==> config.mk <==
export PLATFORM = sky130hd
export DESIGN_NAME = sorted_list_table_top_flat
export DESIGN_NICKNAME = d
export VERILOG_FILES = /design/src/rtl/slt_pkg.sv /design/src/rtl/slt_in_if.sv /design/src/rtl/slt_out_if.sv /design/src/rtl/sorted_list_table_top.sv /design/src/rtl/slt_datapath.sv /design/src/rtl/slt_ctrl.sv /design/src/flat_wrapper.sv
export SDC_FILE = /design/constraint.sdc
export NUM_CORES = 1
export LEC_CHECK = 0
export BUFFER_PORTS_ARGS = -buffer_cell sky130_fd_sc_hd__buf_2
export CORE_MARGIN = 2
export CORE_UTILIZATION = 47
export DETAILED_ROUTE_END_ITERATION = 6
export PLACE_DENSITY = 0.64
export SYNTH_ARGS = -nofsm -noshare
export SYNTH_HDL_FRONTEND = slang
export SYNTH_HIERARCHICAL = 1
export SYNTH_SLANG_ARGS = --single-unit
==> constraint.sdc <==
create_clock -name clk -period 7.05 [get_ports clk]
set_input_delay 0.3525 -clock clk [delete_from_list [all_inputs] [get_ports clk]]
set_output_delay 0.3525 -clock clk [all_outputs]
set_load 0.03 [all_outputs]
==> src/rtl/slt_pkg.sv <==
package slt_pkg;

    // List geometry and result field sizes.
    localparam int DEPTH   = 16;
    localparam int MAX_OUT = 16;
    localparam int AW      = $clog2(DEPTH);
    localparam int CW      = $clog2(DEPTH + 1);
    localparam int FW      = 5;
    localparam int VW      = 32;

    typedef enum logic [1:0] {
        OP_INSERT = 2'd0,
        OP_REMOVE = 2'd1,
        OP_SEARCH = 2'd2,
        OP_DUMP   = 2'd3
    } op_t;

    typedef enum logic [1:0] {
        ST_OK        = 2'd0,
        ST_FULL      = 2'd1,
        ST_EMPTY     = 2'd2,
        ST_NOT_FOUND = 2'd3
    } res_status_t;

    // Datapath actions requested by the controller.
    typedef enum logic [3:0] {
        ACT_NONE      = 4'd0,
        ACT_LOAD      = 4'd1,
        ACT_FULL      = 4'd2,
        ACT_EMPTY     = 4'd3,
        ACT_INS_SHIFT = 4'd4,
        ACT_INS_PLACE = 4'd5,
        ACT_RM_KEEP   = 4'd6,
        ACT_RM_DROP   = 4'd7,
        ACT_RM_DONE   = 4'd8,
        ACT_SR_STEP   = 4'd9,
        ACT_SR_MATCH  = 4'd10,
        ACT_SR_DONE   = 4'd11,
        ACT_DUMP_STEP = 4'd12
    } act_t;

    typedef struct packed {
        act_t act;
        logic rd;
        logic rd_prev;
    } dp_cmd_t;

    typedef struct packed {
        op_t  op;
        logic full;
        logic empty;
        logic idx_zero;
        logic idx_end;
        logic less;
        logic equal;
        logic slot_free;
        logic dump_last;
    } dp_stat_t;

    // Masks a count or position to the width of a result field.
    function automatic logic [FW-1:0] fit_field(input logic [CW:0] x);
        logic [15:0] w;
        w = 16'(x);
        return w[FW-1:0];
    endfunction

endpackage

==> src/rtl/slt_in_if.sv <==
interface slt_in_if;
    logic              valid;
    logic              ready;
    logic [1:0]        opcode;
    logic signed [31:0] operand_value;

    modport source (output valid, output opcode, output operand_value, input ready);
    modport sink   (input valid, input opcode, input operand_value, output ready);
endinterface

==> src/rtl/slt_out_if.sv <==
interface slt_out_if;
    logic               valid;
    logic               ready;
    logic [1:0]         status;
    logic [4:0]         position;
    logic signed [31:0] entry_value;
    logic [4:0]         removed_count;
    logic [4:0]         fill_level;
    logic               last;

    modport source (output valid, output status, output position, output entry_value,
                    output removed_count, output fill_level, output last, input ready);
    modport sink   (input valid, input status, input position, input entry_value,
                    input removed_count, input fill_level, input last, output ready);
endinterface

==> src/rtl/sorted_list_table_top.sv <==
// Channel   Role     Carries
// in_item   sink     opcode, operand_value
// result    source   status, position, entry_value, removed_count, fill_level, last
//
// One command is worked on at a time; in_item.ready is high only in the idle state.
// Each step through the list is a read state and then a compare or emit state, set by the
// single registered read port of the entry memory. Reset clears the fill level, the
// control registers and the result valid flag, but not the entry memory.
// A stalled result holds the sequence at the next result until the transfer ends.
module sorted_list_table_top (
    input  logic     clk,
    input  logic     rst_n,
    slt_in_if.sink   in_item,
    slt_out_if.source result
);

    slt_pkg::dp_cmd_t  cmd;
    slt_pkg::dp_stat_t stat;
    logic              in_ready;

    assign in_item.ready = in_ready;

    // Sequencer.
    slt_ctrl u_ctrl (
        .clk      (clk),
        .rst_n    (rst_n),
        .in_valid (in_item.valid),
        .in_ready (in_ready),
        .stat     (stat),
        .cmd      (cmd)
    );

    // Entry store, counters and result register.
    slt_datapath u_datapath (
        .clk           (clk),
        .rst_n         (rst_n),
        .cmd           (cmd),
        .stat          (stat),
        .opcode        (in_item.opcode),
        .operand_value (in_item.operand_value),
        .result        (result)
    );

endmodule

==> src/rtl/slt_datapath.sv <==
module slt_datapath (
    input  logic               clk,
    input  logic               rst_n,
    input  slt_pkg::dp_cmd_t   cmd,
    output slt_pkg::dp_stat_t  stat,
    input  logic [1:0]         opcode,
    input  logic signed [31:0] operand_value,
    slt_out_if.source          result
);

    // Entry store, single write port and registered read port.
    logic signed [slt_pkg::VW-1:0] mem [slt_pkg::DEPTH];
    logic signed [slt_pkg::VW-1:0] rdata_reg;
    logic signed [slt_pkg::VW-1:0] val_reg;

    slt_pkg::op_t          op_reg;
    logic [slt_pkg::CW-1:0] count_reg;
    logic [slt_pkg::CW-1:0] count_next;
    logic [slt_pkg::CW-1:0] idx_reg;
    logic [slt_pkg::CW-1:0] idx_next;
    logic [slt_pkg::CW-1:0] j_reg;
    logic [slt_pkg::CW-1:0] j_next;
    logic [slt_pkg::CW-1:0] pend_pos_reg;
    logic [slt_pkg::CW-1:0] pend_pos_next;
    logic                   pend_reg;
    logic                   pend_next;

    // Output register.
    logic                          out_valid_reg;
    logic                          out_valid_next;
    slt_pkg::res_status_t          out_status_reg;
    logic [slt_pkg::FW-1:0]        out_pos_reg;
    logic signed [slt_pkg::VW-1:0] out_val_reg;
    logic [slt_pkg::FW-1:0]        out_rem_reg;
    logic [slt_pkg::FW-1:0]        out_fill_reg;
    logic                          out_last_reg;

    logic [slt_pkg::CW-1:0] idx_dec;
    logic [slt_pkg::CW:0]   idx_inc;
    logic [slt_pkg::CW:0]   count_inc;
    logic [slt_pkg::CW-1:0] removed;
    logic [slt_pkg::AW-1:0] rd_addr;
    logic                   cnt_ok;
    logic                   dump_last;
    logic                   slot_free;

    logic                   wr_en;
    logic [slt_pkg::AW-1:0] wr_addr;
    logic signed [slt_pkg::VW-1:0] wr_data;

    logic                          emit;
    slt_pkg::res_status_t          e_status;
    logic [slt_pkg::CW:0]          e_pos;
    logic signed [slt_pkg::VW-1:0] e_val;
    logic [slt_pkg::CW:0]          e_rem;
    logic [slt_pkg::CW:0]          e_fill;
    logic                          e_last;

    // Index arithmetic and derived flags for the operations.
    assign idx_dec   = idx_reg - 1'b1;
    assign idx_inc   = {1'b0, idx_reg} + 1'b1;
    assign count_inc = {1'b0, count_reg} + 1'b1;
    assign removed   = count_reg - j_reg;
    assign rd_addr   = cmd.rd_prev ? idx_dec[slt_pkg::AW-1:0] : idx_reg[slt_pkg::AW-1:0];
    assign cnt_ok    = 32'(j_reg) < 32'(slt_pkg::MAX_OUT);
    assign dump_last = (idx_inc == {1'b0, count_reg}) ||
                       (32'(idx_inc) == 32'(slt_pkg::MAX_OUT));
    assign slot_free = !out_valid_reg || result.ready;

    // Status towards the controller.
    always_comb
    begin
        stat.op        = op_reg;
        stat.full      = count_reg == slt_pkg::CW'(slt_pkg::DEPTH);
        stat.empty     = count_reg == '0;
        stat.idx_zero  = idx_reg == '0;
        stat.idx_end   = idx_reg == count_reg;
        stat.less      = val_reg < rdata_reg;
        stat.equal     = val_reg == rdata_reg;
        stat.slot_free = slot_free;
        stat.dump_last = dump_last;
    end

    // Write port selection.
    always_comb
    begin
        wr_en   = 1'b0;
        wr_addr = idx_reg[slt_pkg::AW-1:0];
        wr_data = rdata_reg;
        case (cmd.act)
            slt_pkg::ACT_INS_SHIFT:
            begin
                wr_en = 1'b1;
            end
            slt_pkg::ACT_INS_PLACE:
            begin
                wr_en   = 1'b1;
                wr_data = val_reg;
            end
            slt_pkg::ACT_RM_KEEP:
            begin
                wr_en   = 1'b1;
                wr_addr = j_reg[slt_pkg::AW-1:0];
            end
            default:
            begin
            end
        endcase
    end

    always_ff @(posedge clk)
    begin
        if (wr_en)
        begin
            mem[wr_addr] <= wr_data;
        end
        if (cmd.rd)
        begin
            rdata_reg <= mem[rd_addr];
        end
        if (cmd.act == slt_pkg::ACT_LOAD)
        begin
            val_reg <= operand_value;
        end
    end

    // Result assembly for the action in hand.
    always_comb
    begin
        emit     = 1'b0;
        e_status = slt_pkg::ST_OK;
        e_pos    = '0;
        e_val    = '0;
        e_rem    = '0;
        e_fill   = {1'b0, count_reg};
        e_last   = 1'b1;
        case (cmd.act)
            slt_pkg::ACT_FULL:
            begin
                emit     = 1'b1;
                e_status = slt_pkg::ST_FULL;
            end
            slt_pkg::ACT_EMPTY:
            begin
                emit     = 1'b1;
                e_status = slt_pkg::ST_EMPTY;
            end
            slt_pkg::ACT_INS_PLACE:
            begin
                emit   = 1'b1;
                e_pos  = idx_inc;
                e_val  = val_reg;
                e_fill = count_inc;
            end
            slt_pkg::ACT_RM_DONE:
            begin
                emit     = 1'b1;
                e_status = (removed == '0) ? slt_pkg::ST_NOT_FOUND : slt_pkg::ST_OK;
                e_rem    = {1'b0, removed};
                e_fill   = {1'b0, j_reg};
            end
            slt_pkg::ACT_SR_MATCH:
            begin
                emit   = pend_reg && cnt_ok;
                e_pos  = {1'b0, pend_pos_reg};
                e_val  = val_reg;
                e_last = 1'b0;
            end
            slt_pkg::ACT_SR_DONE:
            begin
                emit = 1'b1;
                if (pend_reg)
                begin
                    e_pos = {1'b0, pend_pos_reg};
                    e_val = val_reg;
                end
                else
                begin
                    e_status = slt_pkg::ST_NOT_FOUND;
                end
            end
            slt_pkg::ACT_DUMP_STEP:
            begin
                emit   = 1'b1;
                e_pos  = idx_inc;
                e_val  = rdata_reg;
                e_last = dump_last;
            end
            default:
            begin
            end
        endcase
    end

    // Next values of the list control registers.
    always_comb
    begin
        count_next    = count_reg;
        idx_next      = idx_reg;
        j_next        = j_reg;
        pend_next     = pend_reg;
        pend_pos_next = pend_pos_reg;
        case (cmd.act)
            slt_pkg::ACT_LOAD:
            begin
                idx_next  = (opcode == slt_pkg::OP_INSERT) ? count_reg : '0;
                j_next    = '0;
                pend_next = 1'b0;
            end
            slt_pkg::ACT_INS_SHIFT:
            begin
                idx_next = idx_dec;
            end
            slt_pkg::ACT_INS_PLACE:
            begin
                count_next = count_inc[slt_pkg::CW-1:0];
            end
            slt_pkg::ACT_RM_KEEP:
            begin
                j_next   = j_reg + 1'b1;
                idx_next = idx_inc[slt_pkg::CW-1:0];
            end
            slt_pkg::ACT_RM_DROP, slt_pkg::ACT_SR_STEP, slt_pkg::ACT_DUMP_STEP:
            begin
                idx_next = idx_inc[slt_pkg::CW-1:0];
            end
            slt_pkg::ACT_RM_DONE:
            begin
                count_next = j_reg;
            end
            slt_pkg::ACT_SR_MATCH:
            begin
                idx_next = idx_inc[slt_pkg::CW-1:0];
                if (cnt_ok)
                begin
                    pend_next     = 1'b1;
                    pend_pos_next = idx_inc[slt_pkg::CW-1:0];
                    j_next        = j_reg + 1'b1;
                end
            end
            default:
            begin
            end
        endcase
    end

    assign out_valid_next = emit ? 1'b1 : (result.ready ? 1'b0 : out_valid_reg);

    always_ff @(posedge clk or negedge rst_n)
    begin
        if (!rst_n)
        begin
            op_reg        <= slt_pkg::OP_INSERT;
            count_reg     <= '0;
            idx_reg       <= '0;
            j_reg         <= '0;
            pend_reg      <= 1'b0;
            pend_pos_reg  <= '0;
            out_valid_reg <= 1'b0;
        end
        else
        begin
            if (cmd.act == slt_pkg::ACT_LOAD)
            begin
                op_reg <= slt_pkg::op_t'(opcode);
            end
            count_reg     <= count_next;
            idx_reg       <= idx_next;
            j_reg         <= j_next;
            pend_reg      <= pend_next;
            pend_pos_reg  <= pend_pos_next;
            out_valid_reg <= out_valid_next;
        end
    end

    // Result payload is captured whenever a result is produced.
    always_ff @(posedge clk)
    begin
        if (emit)
        begin
            out_status_reg <= e_status;
            out_pos_reg    <= slt_pkg::fit_field(e_pos);
            out_val_reg    <= e_val;
            out_rem_reg    <= slt_pkg::fit_field(e_rem);
            out_fill_reg   <= slt_pkg::fit_field(e_fill);
            out_last_reg   <= e_last;
        end
    end

    assign result.valid         = out_valid_reg;
    assign result.status        = out_status_reg;
    assign result.position      = out_pos_reg;
    assign result.entry_value   = out_val_reg;
    assign result.removed_count = out_rem_reg;
    assign result.fill_level    = out_fill_reg;
    assign result.last          = out_last_reg;

    // A result is only produced when the output register can take it.
    a_emit_free: assert property (@(posedge clk) disable iff (!rst_n)
        emit |-> slot_free)
        else $error("result produced while output register is occupied");

    // Placing an inserted value grows the list by exactly one.
    a_place_grows: assert property (@(posedge clk) disable iff (!rst_n)
        (cmd.act == slt_pkg::ACT_INS_PLACE) |=> (count_reg == $past(count_reg) + 1'b1))
        else $error("insert did not grow the list by one");

    // The insert scan never reads below the first entry.
    a_ins_read: assert property (@(posedge clk) disable iff (!rst_n)
        (cmd.rd && cmd.rd_prev) |-> !stat.idx_zero)
        else $error("insert scan read below the first entry");

    // During a remove the compaction pointer never passes the scan pointer.
    a_rm_order: assert property (@(posedge clk) disable iff (!rst_n)
        (op_reg == slt_pkg::OP_REMOVE) |-> (j_reg <= idx_reg))
        else $error("remove write pointer ran ahead of read pointer");

endmodule

==> src/rtl/slt_ctrl.sv <==
module slt_ctrl (
    input  logic              clk,
    input  logic              rst_n,
    input  logic              in_valid,
    output logic              in_ready,
    input  slt_pkg::dp_stat_t stat,
    output slt_pkg::dp_cmd_t  cmd
);

    typedef enum logic [13:0] {
        S_IDLE    = 14'h0001,
        S_START   = 14'h0002,
        S_REJECT  = 14'h0004,
        S_INS_RD  = 14'h0008,
        S_INS_CMP = 14'h0010,
        S_INS_PUT = 14'h0020,
        S_RM_RD   = 14'h0040,
        S_RM_CMP  = 14'h0080,
        S_RM_FIN  = 14'h0100,
        S_SR_RD   = 14'h0200,
        S_SR_CMP  = 14'h0400,
        S_SR_FIN  = 14'h0800,
        S_DP_RD   = 14'h1000,
        S_DP_EMIT = 14'h2000
    } state_t;

    state_t state_reg;
    state_t state_next;

    assign in_ready = (state_reg == S_IDLE);

    // Sequencing of each operation as read and compare (or emit) steps.
    always_comb
    begin
        state_next  = state_reg;
        cmd.act     = slt_pkg::ACT_NONE;
        cmd.rd      = 1'b0;
        cmd.rd_prev = 1'b0;
        unique case (state_reg)
            S_IDLE:
            begin
                if (in_valid)
                begin
                    cmd.act    = slt_pkg::ACT_LOAD;
                    state_next = S_START;
                end
            end
            S_START:
            begin
                if (stat.op == slt_pkg::OP_INSERT)
                begin
                    state_next = stat.full ? S_REJECT : S_INS_RD;
                end
                else if (stat.empty)
                begin
                    state_next = S_REJECT;
                end
                else
                begin
                    case (stat.op)
                        slt_pkg::OP_REMOVE: state_next = S_RM_RD;
                        slt_pkg::OP_SEARCH: state_next = S_SR_RD;
                        default:            state_next = S_DP_RD;
                    endcase
                end
            end
            S_REJECT:
            begin
                if (stat.slot_free)
                begin
                    cmd.act    = (stat.op == slt_pkg::OP_INSERT) ?
                                 slt_pkg::ACT_FULL : slt_pkg::ACT_EMPTY;
                    state_next = S_IDLE;
                end
            end
            S_INS_RD:
            begin
                if (stat.idx_zero)
                begin
                    state_next = S_INS_PUT;
                end
                else
                begin
                    cmd.rd      = 1'b1;
                    cmd.rd_prev = 1'b1;
                    state_next  = S_INS_CMP;
                end
            end
            S_INS_CMP:
            begin
                if (stat.less)
                begin
                    cmd.act    = slt_pkg::ACT_INS_SHIFT;
                    state_next = S_INS_RD;
                end
                else
                begin
                    state_next = S_INS_PUT;
                end
            end
            S_INS_PUT:
            begin
                if (stat.slot_free)
                begin
                    cmd.act    = slt_pkg::ACT_INS_PLACE;
                    state_next = S_IDLE;
                end
            end
            S_RM_RD:
            begin
                if (stat.idx_end)
                begin
                    state_next = S_RM_FIN;
                end
                else
                begin
                    cmd.rd     = 1'b1;
                    state_next = S_RM_CMP;
                end
            end
            S_RM_CMP:
            begin
                cmd.act    = stat.equal ? slt_pkg::ACT_RM_DROP : slt_pkg::ACT_RM_KEEP;
                state_next = S_RM_RD;
            end
            S_RM_FIN:
            begin
                if (stat.slot_free)
                begin
                    cmd.act    = slt_pkg::ACT_RM_DONE;
                    state_next = S_IDLE;
                end
            end
            S_SR_RD:
            begin
                if (stat.idx_end)
                begin
                    state_next = S_SR_FIN;
                end
                else
                begin
                    cmd.rd     = 1'b1;
                    state_next = S_SR_CMP;
                end
            end
            S_SR_CMP:
            begin
                if (stat.less)
                begin
                    state_next = S_SR_FIN;
                end
                else if (stat.equal)
                begin
                    if (stat.slot_free)
                    begin
                        cmd.act    = slt_pkg::ACT_SR_MATCH;
                        state_next = S_SR_RD;
                    end
                end
                else
                begin
                    cmd.act    = slt_pkg::ACT_SR_STEP;
                    state_next = S_SR_RD;
                end
            end
            S_SR_FIN:
            begin
                if (stat.slot_free)
                begin
                    cmd.act    = slt_pkg::ACT_SR_DONE;
                    state_next = S_IDLE;
                end
            end
            S_DP_RD:
            begin
                cmd.rd     = 1'b1;
                state_next = S_DP_EMIT;
            end
            S_DP_EMIT:
            begin
                if (stat.slot_free)
                begin
                    cmd.act    = slt_pkg::ACT_DUMP_STEP;
                    state_next = stat.dump_last ? S_IDLE : S_DP_RD;
                end
            end
            default:
            begin
                state_next = S_IDLE;
            end
        endcase
    end

    always_ff @(posedge clk or negedge rst_n)
    begin
        if (!rst_n)
        begin
            state_reg <= S_IDLE;
        end
        else
        begin
            state_reg <= state_next;
        end
    end

endmodule

==> src/flat_wrapper.sv <==
// flat-port wrapper written by rule: the top's interface ports become plain ports
module sorted_list_table_top_flat 
  (clk, rst_n, in_item_valid, in_item_opcode, in_item_operand_value, in_item_ready, result_valid, result_status, result_position, result_entry_value, result_removed_count, result_fill_level, result_last, result_ready);
  slt_in_if in_item_i ();
  slt_out_if result_i ();
  input  logic clk;
  input  logic rst_n;
  input wire logic [$bits(in_item_i.valid)-1:0] in_item_valid;
  input wire logic [$bits(in_item_i.opcode)-1:0] in_item_opcode;
  input wire logic [$bits(in_item_i.operand_value)-1:0] in_item_operand_value;
  output wire logic [$bits(in_item_i.ready)-1:0] in_item_ready;
  output wire logic [$bits(result_i.valid)-1:0] result_valid;
  output wire logic [$bits(result_i.status)-1:0] result_status;
  output wire logic [$bits(result_i.position)-1:0] result_position;
  output wire logic [$bits(result_i.entry_value)-1:0] result_entry_value;
  output wire logic [$bits(result_i.removed_count)-1:0] result_removed_count;
  output wire logic [$bits(result_i.fill_level)-1:0] result_fill_level;
  output wire logic [$bits(result_i.last)-1:0] result_last;
  input wire logic [$bits(result_i.ready)-1:0] result_ready;
  assign in_item_i.valid = in_item_valid;
  assign in_item_i.opcode = in_item_opcode;
  assign in_item_i.operand_value = in_item_operand_value;
  assign in_item_ready = in_item_i.ready;
  assign result_valid = result_i.valid;
  assign result_status = result_i.status;
  assign result_position = result_i.position;
  assign result_entry_value = result_i.entry_value;
  assign result_removed_count = result_i.removed_count;
  assign result_fill_level = result_i.fill_level;
  assign result_last = result_i.last;
  assign result_i.ready = result_ready;
  sorted_list_table_top u_core (.clk(clk), .rst_n(rst_n), .in_item(in_item_i), .result(result_i));
endmodule
==> results of run 1 <==
==> through the flow <==
step | util (%) | hold slack [ns] | total power [mW] | setup WS [ns]
floorplan | - | 0.05691 | 5.617 | 1.038
global placement | 50.71 | 0.4955 | 6.129 | 0.9383
detailed placement | 50.71 | 0.4918 | 6.147 | 0.7420
CTS | 55.14 | 0.05011 | 9.766 | 0.7024
global route | 55.14 | 0.08328 | 10.03 | 0.03098
finish | 55.14 | 0.08390 | 9.700 | 0.6060
==> logic make-up (layout without fill, tap and decap cells) <==
family,Yosys count,after routing,synth area share [%]
simple gates,270,270,5.148
xor+xnor,21,21,0.6928
mux,166,166,11.82
fa+ha+maj,46,46,2.110
buf+inv,137,351,2.336
flops,664,664,71.47
compound gates,269,269,6.416
==> final cells by class <==
type	count	area, um^2
sequential	664	19750
tap	765	957.2
inverter	53	198.9
timing repair buffer	178	1351
multi-input combinational	772	7463
clock buffer	91	1873
fill	4478	25980
clock inverter	29	341.6
==> critical path, delay by kind of cell (launching register included) <==
family / cells / cell delay [ns]
AND/OR/NAND/NOR: 8 / 3.15
AO/OA/AOI/OAI: 4 / 1.19
multiplexers: 1 / 0.73
flip-flops: 1 / 0.41
adder cells (fa/ha/maj): 1 / 0.35
buffers and inverters: 1 / 0.29
==> synthesized netlist by cell type (4+ instances only) <==
cell type,n,share of area [%]
o22ai_1,4,0.091
nor4b_1,6,0.19
xnor2_1,9,0.29
buf_2,36,0.65
a21oi_1,35,0.63
xor2_1,11,0.35
and2_1,4,0.091
nand2_1,88,1.2
a22o_1,33,1.0
nor3_1,12,0.22
dfrtp_1,37,3.4
nand3_1,11,0.20
a211oi_1,5,0.14
mux2i_1,35,1.3
clkbuf_1,28,0.38
a211o_1,4,0.13
o221ai_1,6,0.19
a221o_1,5,0.18
inv_1,52,0.71
o21ai_1,32,0.58
a22oi_1,36,0.98
nand2b_1,18,0.41
edfxtp_1,626,68
o211ai_1,4,0.11
o31ai_1,5,0.14
and3_1,9,0.20
nor2_1,63,0.86
nor2b_1,9,0.20
nand3b_1,4,0.11
nor4_1,5,0.11
ha_1,45,2.0
buf_6,6,0.24
a31oi_1,6,0.14
mux4_2,128,10
a21o_1,7,0.19
o21ai_0,65,1.2
nand4_1,12,0.27
buf_4,11,0.30
==> worst paths after layout <==
check	start	to	slack, ns	depth (start not counted)
max	u_core/u_datapath/val_reg[15]$_DFFE_PP_	u_core/u_datapath/mem[12][14]$_DFFE_PP_	0.61	15
min	in_item_valid	u_core/u_ctrl/state_reg[1]$_DFFE_PN0P_	0.08	2
max reg2reg	u_core/u_datapath/val_reg[15]$_DFFE_PP_	u_core/u_datapath/mem[12][14]$_DFFE_PP_	0.61	15
min reg2reg	u_core/u_datapath/pend_reg$_DFFE_PN0P_	u_core/u_datapath/pend_reg$_DFFE_PN0P_	0.51	1
max in group asynchronous	rst_n	u_core/u_datapath/j_reg[0]$_DFFE_PN0P_	5.99	2
min in group asynchronous	rst_n	u_core/u_ctrl/state_reg[3]$_DFFE_PN0P_	0.44	2
==> metal layers <==
| layer | vias up | track usage [%] |
|---|---|---|
| met5 | - | 0 |
| li1 | 6655 | - |
| met2 | 552 | 35.77 |
| met3 | 97 | 4.139 |
| met4 | 0 | 5.758 |
| met1 | 7965 | 31.07 |
==> report_power, final <==
group          leakage [nW]  switching, mW  internal (mW)
combinational          3.85          0.942          0.556
clock                  1.07           1.49           2.13
sequential             6.23          0.117           4.47
total                  11.1           2.55           7.15
==> metrics.md, run 1 <==
| Metric | Value |
|---|---|
| Status | complete, no violations |
| Post-CTS Resized | 0 |
| Post-synth ARST share | 5.723% |
| CP peak stage delay | 0.74 ns |
| Final ANT Viol Nets | 0 |
| Final worst path period share | 91.40% |
| Worst EP required | 7.36 ns |
| Die Y | 246.5 um |
| CTS tree | done |
| Fin nets | 1,822 |
| Routability Congestion | 0.8643 |
| Global-route wire length before repair | 98,450 um |
| Fmax | 0.1552 GHz |
| Wirelength per Cell | 25.91 um |
| Port Buffer Count | 89 |
| Unrepaired setup endpoints after global routing | no |
| Top_reg_cell synth | edfxtp_1 |
| Worst EP arrival | 6.75 ns |
| Most common cell after layout, fill and taps aside | edfxtp_1 |
| Diodes inserted | 0 |
| Post-route minimum period | 6.444 ns |
| Relative slew slack | 11.22% |
| Cells after DPL | 2,397 |
| Pin count of the biggest net entering global routing | 97 |
| Ports | 90 |
| Initial antenna violation count | 0 |
| Starting Density | 47.71% |
| CTS Root Cell | clkbuf_16 |
| Die ar. | 60,750 um^2 |
| Clock latency on the worst-skew pair | 0.61 ns |
| Clock Skew | 0.02682 ns |
| Final Hold Fails | 0 |
| Post-synthesis sequential area ratio | 71.47% |
| Core box area | 57,920 um^2 |
| Number of setup buffers added after CTS | 0 |
| WL met3 | 4389 um |
| Metal2 WL | 31,930 um |
| Number of synthesized flops with an enable pin | 626 |
| Max Used Layer | met4 |
| Leakage power | 11.15 nW |
| Clk pin slew, worst setup/hold paths | 0.06 ns |
| Max Cap Violations | 0 |
| #FFs+latches synth | 664 |
| Vias | 15,269 |
| Avg Cell Area, Syn | 17.57 um^2 |
| Met1 WL | 28,390 um |
| Worst Path Max Fanout | 19 |
| Hold crit path type | in2reg |
| Mapped cell area | 27,630 um^2 |
| Hold_buf cts | 35 |
| Slowest CP cell | nor4_1 |
| Most flops, register | u_core/u_datapath/mem |
| Synth-to-Final Area Change | 15.57% |
| Yosys warnings | 6 |
| Sum Neg Setup Slack | 0 ns |
| Post-Syn Instances | 1,573 |
| Max reg flops | 512 |
| Most frequent cells in the layout | edfxtp_1 (626), mux4_2 (128), buf_2 (89) |
| Via density per instance | 5.983 |
| Die width | 246.5 um |
| Crit. End Element | flip-flop |
| Setup violators final | 0 |
| Num CTS Buffers | 69 |
| Final Max Slew Viols | 0 |
| Routed wire length | 66,120 um |
| H-tree levels | 3 |
| Clock Sink Count | 664 |
| Fraction of layout cells with a size suffix above 1 | 22.83% |
| # rows | 88 |
| Critical path type | reg2reg |
| Synth unique cells | 77 |
| Final instance area | 31,940 um^2 |
| Critical path launch point type | flip-flop |
| PD cells | 303.7 nW/um^2 |
| Longest Clk Path Bufs | 3 |
| Actual slew at the worst max-slew pin | 1.323 ns |
| IR drop worst, VDD | 227.6 uV |
| Synth Net Count | 1,657 |
| Grt total ovfl | 0 |
| Number of global-route vias before repair | 15,222 |
| Most numerous cell on the critical path | a21oi_1 |
| Placed Area | 29,370 um^2 |
| Final Non-Filler Cells | 2,552 |
| Post-DP HPWL | 40,580 um |
| CP Cell Sequence | ha_1 > nand4_1 > nor4_1 > a21oi_1 > a21oi_1 > mux2i_1 > nor3_1 > o32a_1 > nand2b_1 > nor2_1 > nor2_1 > a21oi_1 > nand3_1 > nor2_4 > buf_4 |
| DRT Pass-1 Iters | 5 |
| DRC | 0 |
| Total global-route track usage | 22.12% |
| Initial DRC count | 1,665 |
Power figures use the tool's default switching activity.
==> run 2, diff against run 1 <==
- ABC_AREA: default -> 1
==> run 2 against run 1 <==
  * Die area is 4.4% higher
  * Register-to-register slack better by 1.3 ns
  * Largest cell class unchanged
  * Sequential share of layout area fell by 1.5 points
  * Critical path type unchanged
  * Critical endpoint is now u_core/u_datapath/result.entry_value[29]$_DFFE_PP_
  * Design area grew 2.5%
  * Clock power down 1%
  * First-iteration DRC count is 30% higher
  * Combinational power is 150% higher
  * Via count rose by 25%
  * Global-route usage up 1.6 points
  * Clock skew down 0.0097 ns
==> metrics.md, run 2 <==
| Metric | Value |
|---|---|
| Synth-to-Final Area Change | 13.35% |
| Sequential Power Share | 39.9% (-7.4 points) |
| Cells after DPL | 3,175 (+32%) |
| Sum Neg Setup Slack | 0 ns (unchanged) |
| Vias | 19,111 (+25%) |
| Critical path type | reg2reg |
| Via density per instance | 5.724 (-4.3%) |
| Post-synth ARST share | 5.723% (unchanged) |
| Setup WS pre-CTS | 1.898 ns (+1.156 ns) |
| CP peak stage delay | 0.80 ns (+0.06 ns) |
| CP Cell Sequence | ha_1 > nand4_1 > nor2_1 > and3b_1 > nand2_1 > nand2_1 > nand2_1 > nand2_1 > nor2_4 > a21oi_1 > nand4_1 > nor2_2 > nand3_2 > inv_1 > nor2_2 > inv_1 > nor3_1 > inv_2 |
| Most frequent cells in the layout | edfxtp_1 (626), nand2_1 (326), o21ai_0 (255) |
| DRC | 0 (unchanged) |
| Die ar. | 63,410 um^2 (+4.4%) |
| Hold crit path type | in2reg |
| Clock share of power | 29.5% (-7.8 points) |
| Worst EP arrival | 5.39 ns (-1.36 ns) |
| Avg Cell Area, Syn | 12.11 um^2 (-31%) |
| Post-Syn Instances | 2,383 (+51%) |
| Leakage power | 11.89 nW (+6.6%) |
| Fin nets | 2,586 (+42%) |
| GR Layer Usage met2 | 37.88% (+2.1 points) |
| # rows | 90 (+2.3%) |
| Initial DRC count | 2,168 (+30%) |
| Post-route minimum period | 5.175 ns (-1.269 ns) |
| Critical path startpoint | u_core/u_datapath/val_reg[31]$_DFFE_PP_ |
| Post-DP HPWL | 45,190 um (+11%) |
| Relative slew slack | 9.083% (-2.1 points) |
| PD cells | 369.9 nW/um^2 (+22%) |
| Clock latency on the worst-skew pair | 0.61 ns (about the same) |
| Max reg flops | 512 (unchanged) |
| Clk pin slew, worst setup/hold paths | 0.06 ns (about the same) |
| R2R setup slack | 1.87 ns (+1.27 ns) |
| Die width | 251.8 um (+2.2%) |
| Cell accounting for the most synthesized area | edfxtp_1 |
| Wirelength per Cell | 22.45 um (-13%) |
| DRT Pass-1 Iters | 6 (+1) |
| Top cells by count, synth | edfxtp_1 (626), nand2_1 (327), o21ai_0 (267), inv_1 (226), o211ai_1 (222) |
| Synth Net Count | 2,467 (+49%) |
| Clock Skew | 0.01707 ns (-0.009742 ns) |
| Routed wire length | 74,960 um (+13%) |
| Reg-to-Reg End | u_core/u_datapath/result.entry_value[29]$_DFFE_PP_ |
| Starting Density | 47.65% (-0.067 points) |
| #FFs+latches synth | 664 (unchanged) |
| Most numerous cell on the critical path | nand2_1 |
| Routability Congestion | 0.9310 (+7.7%) |
| Fmax | 0.1932 GHz (+25%) |
| Part of the power in combinational logic | 30.6% (+15 points) |
| Final Non-Filler Cells | 3,339 (+31%) |
| Status | complete, no violations |
| Worst Path Max Fanout | 50 (+31) |
| Core box area | 60,580 um^2 (+4.6%) |
| Setup violators final | 0 (unchanged) |
| Longest Clk Path Bufs | 3 (unchanged) |
| Top cells by area, synth | edfxtp_1 (65%), o211ai_1 (5.8%), o21ai_0 (4.6%) |
| Actual slew at the worst max-slew pin | 1.355 ns (+0.03185 ns) |
| Worst EP required | 7.27 ns (-0.09 ns) |
| Port Buffer Count | 89 (unchanged) |
| Synth unique cells | 47 (-39%) |
| Mapped cell area | 28,870 um^2 (+4.5%) |
| M3 GR Usage | 2.909% (-1.2 points) |
| IR drop worst, VDD | 264.2 uV (+16%) |
| Ports | 90 (unchanged) |
| Number of global-route vias before repair | 18,536 (+22%) |
| Post-synthesis sequential area ratio | 68.42% (-3.1 points) |
| Total global-route track usage | 23.72% (+1.6 points) |
| Grt total ovfl | 0 (unchanged) |
| Switch share | 36.11% (+9.9 points) |
| WHS Endpoint | u_core/u_ctrl/state_reg[0]$_DFFE_PN1P_ |
| Number of synthesized flops with an enable pin | 626 (unchanged) |
| Fraction of layout cells with a size suffix above 1 | 13.45% (-9.4 points) |
| Num CTS Buffers | 72 (+4.3%) |
| Int Power | 7.733 mW (+8.1%) |
| Most flops, register | u_core/u_datapath/mem |
| Worst r2r path cells | 18 (+3) |
| Pin count of the biggest net entering global routing | 154 (+59%) |
| Most common cell in the synthesized netlist | edfxtp_1 |
| Final ANT Viol Nets | 0 (unchanged) |
| Clock Sink Count | 664 (unchanged) |
| Die Y | 251.8 um (+2.2%) |
| Grt met1 use | 34.17% (+3.1 points) |
| Final worst path period share | 73.40% (-18 points) |
| Psw | 4.371 mW (+72%) |
| CTS Root Cell | clkbuf_16 |
| Global-route wire length before repair | 113,300 um (+15%) |
| Max Cap Violations | 0 (unchanged) |
| Slowest CP cell | inv_2 |
| Hold path startpoint | in_item_valid |
| Min setup slack post-route | 1.875 ns (+1.269 ns) |
| Yosys warnings | 6 (unchanged) |
| Final Hold Fails | 0 (unchanged) |
| Top-area cell type share of the netlist area | 65.12% (-2.9 points) |
| Top_reg_cell synth | edfxtp_1 |
| H-tree levels | 3 (unchanged) |
| Final Max Slew Viols | 0 (unchanged) |
| Worst r2r src | u_core/u_datapath/val_reg[31]$_DFFE_PP_ |
| Critical path launch point type | flip-flop |
| Initial antenna violation count | 4 (+4) |
| Most common cell after layout, fill and taps aside | edfxtp_1 |
| WHS Path Cells | 4 (+2) |
| Diodes inserted | 0 (unchanged) |
| Unrepaired setup endpoints after global routing | no |
| # fillers | 5,061 (+13%) |
| Crit. End Element | flip-flop |
| Most Crowded Layer GR | met2 |
| CTS tree | done |
-- run 2: changes by cell type in the layout (fill, tap and decap cells not counted), moves of 95 or more --
| cell | before | now |
|---|---|---|
| nand3_1 | 11 | 106 |
| nand2_1 | 88 | 326 |
| mux4_2 | 128 | 0 |
| o21ai_0 | 36 | 255 |
| o211ai_1 | 4 | 222 |
| nor2_1 | 45 | 182 |
| inv_1 | 51 | 225 |
-- run 2: worst max-delay path by stage --
stage | endpoint | slack (ns) | cells after the start
6_report | u_core/u_datapath/result.entry_value[29]$_DFFE_PP_ | 1.87 | 18
3_5_place_dp | u_core/u_datapath/mem[7][11]$_DFFE_PP_ | 1.90 | 17
4_1_cts | u_core/u_datapath/mem[7][11]$_DFFE_PP_ | 1.88 | 17
5_1_grt | u_core/u_datapath/result.entry_value[9]$_DFFE_PP_ | 1.53 | 18
3_3_place_gp | u_core/u_datapath/mem[11][31]$_DFFE_PP_ | 2.07 | 16
2_1_floorplan | u_core/u_datapath/mem[11][0]$_DFFE_PP_ | 2.53 | 16
-- run 2: power by group through the flow --
stage	Clock, mW	Combinational, mW	Sequential [mW]
global placement	0	3.59	4.89
finish	3.57	3.70	4.82
detailed placement	0	3.64	4.90
floorplan	0	2.50	4.95
global route	3.79	4.06	4.85
CTS	3.64	3.68	4.82
-- run 2: logic make-up (layout without fill, tap and decap cells) --
group | Yosys count | count (layout) | share of synthesized area (%)
simple gates | 704 | 704 | 10.59
flops | 664 | 664 | 68.42
compound gates | 578 | 578 | 12.72
buf+inv | 372 | 546 | 5.678
fa+ha+maj | 46 | 46 | 2.020
xor+xnor | 19 | 19 | 0.5765
-- run 2: cell type report --
class                   count  area, um^2  share of cell area (%)
clock inverters            30       262.8                  0.8030
flip-flops and latches    664       19750                   60.36
multi-input cells        1347        7662                   23.42
well taps                 782       978.4                   2.990
clock buffers              99        1954                   5.973
inverters                 241       913.4                   2.791
repair buffers            176        1199                   3.663
-- run 2: timing repair --
| action | CTS | global route |
|---|---|---|
| resized for setup | 0 | 0 |
| hold endpoints to repair | 71 | 0 |
| endpoints found under the setup margin | 0 | 0 |
| buffers inserted | 0 | 0 |
| hold buffers | 35 | 0 |
-- run 2: critical path: cells and delay by family, from the launching register on --
kind | cells | cell delay [ns]
AOI/OAI and AO/OA | 1 | 0.13
adders and majority gates | 1 | 0.44
buffers and inverters | 3 | 1.19
DFF | 1 | 0.41
and+or+nand+nor | 13 | 2.55
-- run 2: routing by layer --
layer  vias up  share of wire, %
met4         0               2.5
met5         -                 0
met3       120               7.0
li1       8783                 -
met2       743                47
met1      9465                44
-- run 2: through the flow --
| stage | hold slack, ns | utilization, % | instance area [um^2] | total power, mW |
|---|---|---|---|---|
| finish | 0.08732 | 54.01 | 32720 | 12.10 |
| CTS | 0.03750 | 54.01 | 32720 | 12.14 |
| floorplan | 0.05691 | - | 28870 | 7.458 |
| detailed placement | 0.4794 | 49.77 | 30150 | 8.535 |
| global placement | 0.4699 | 49.77 | 30150 | 8.484 |
| global route | 0.09861 | 54.01 | 32720 | 12.69 |
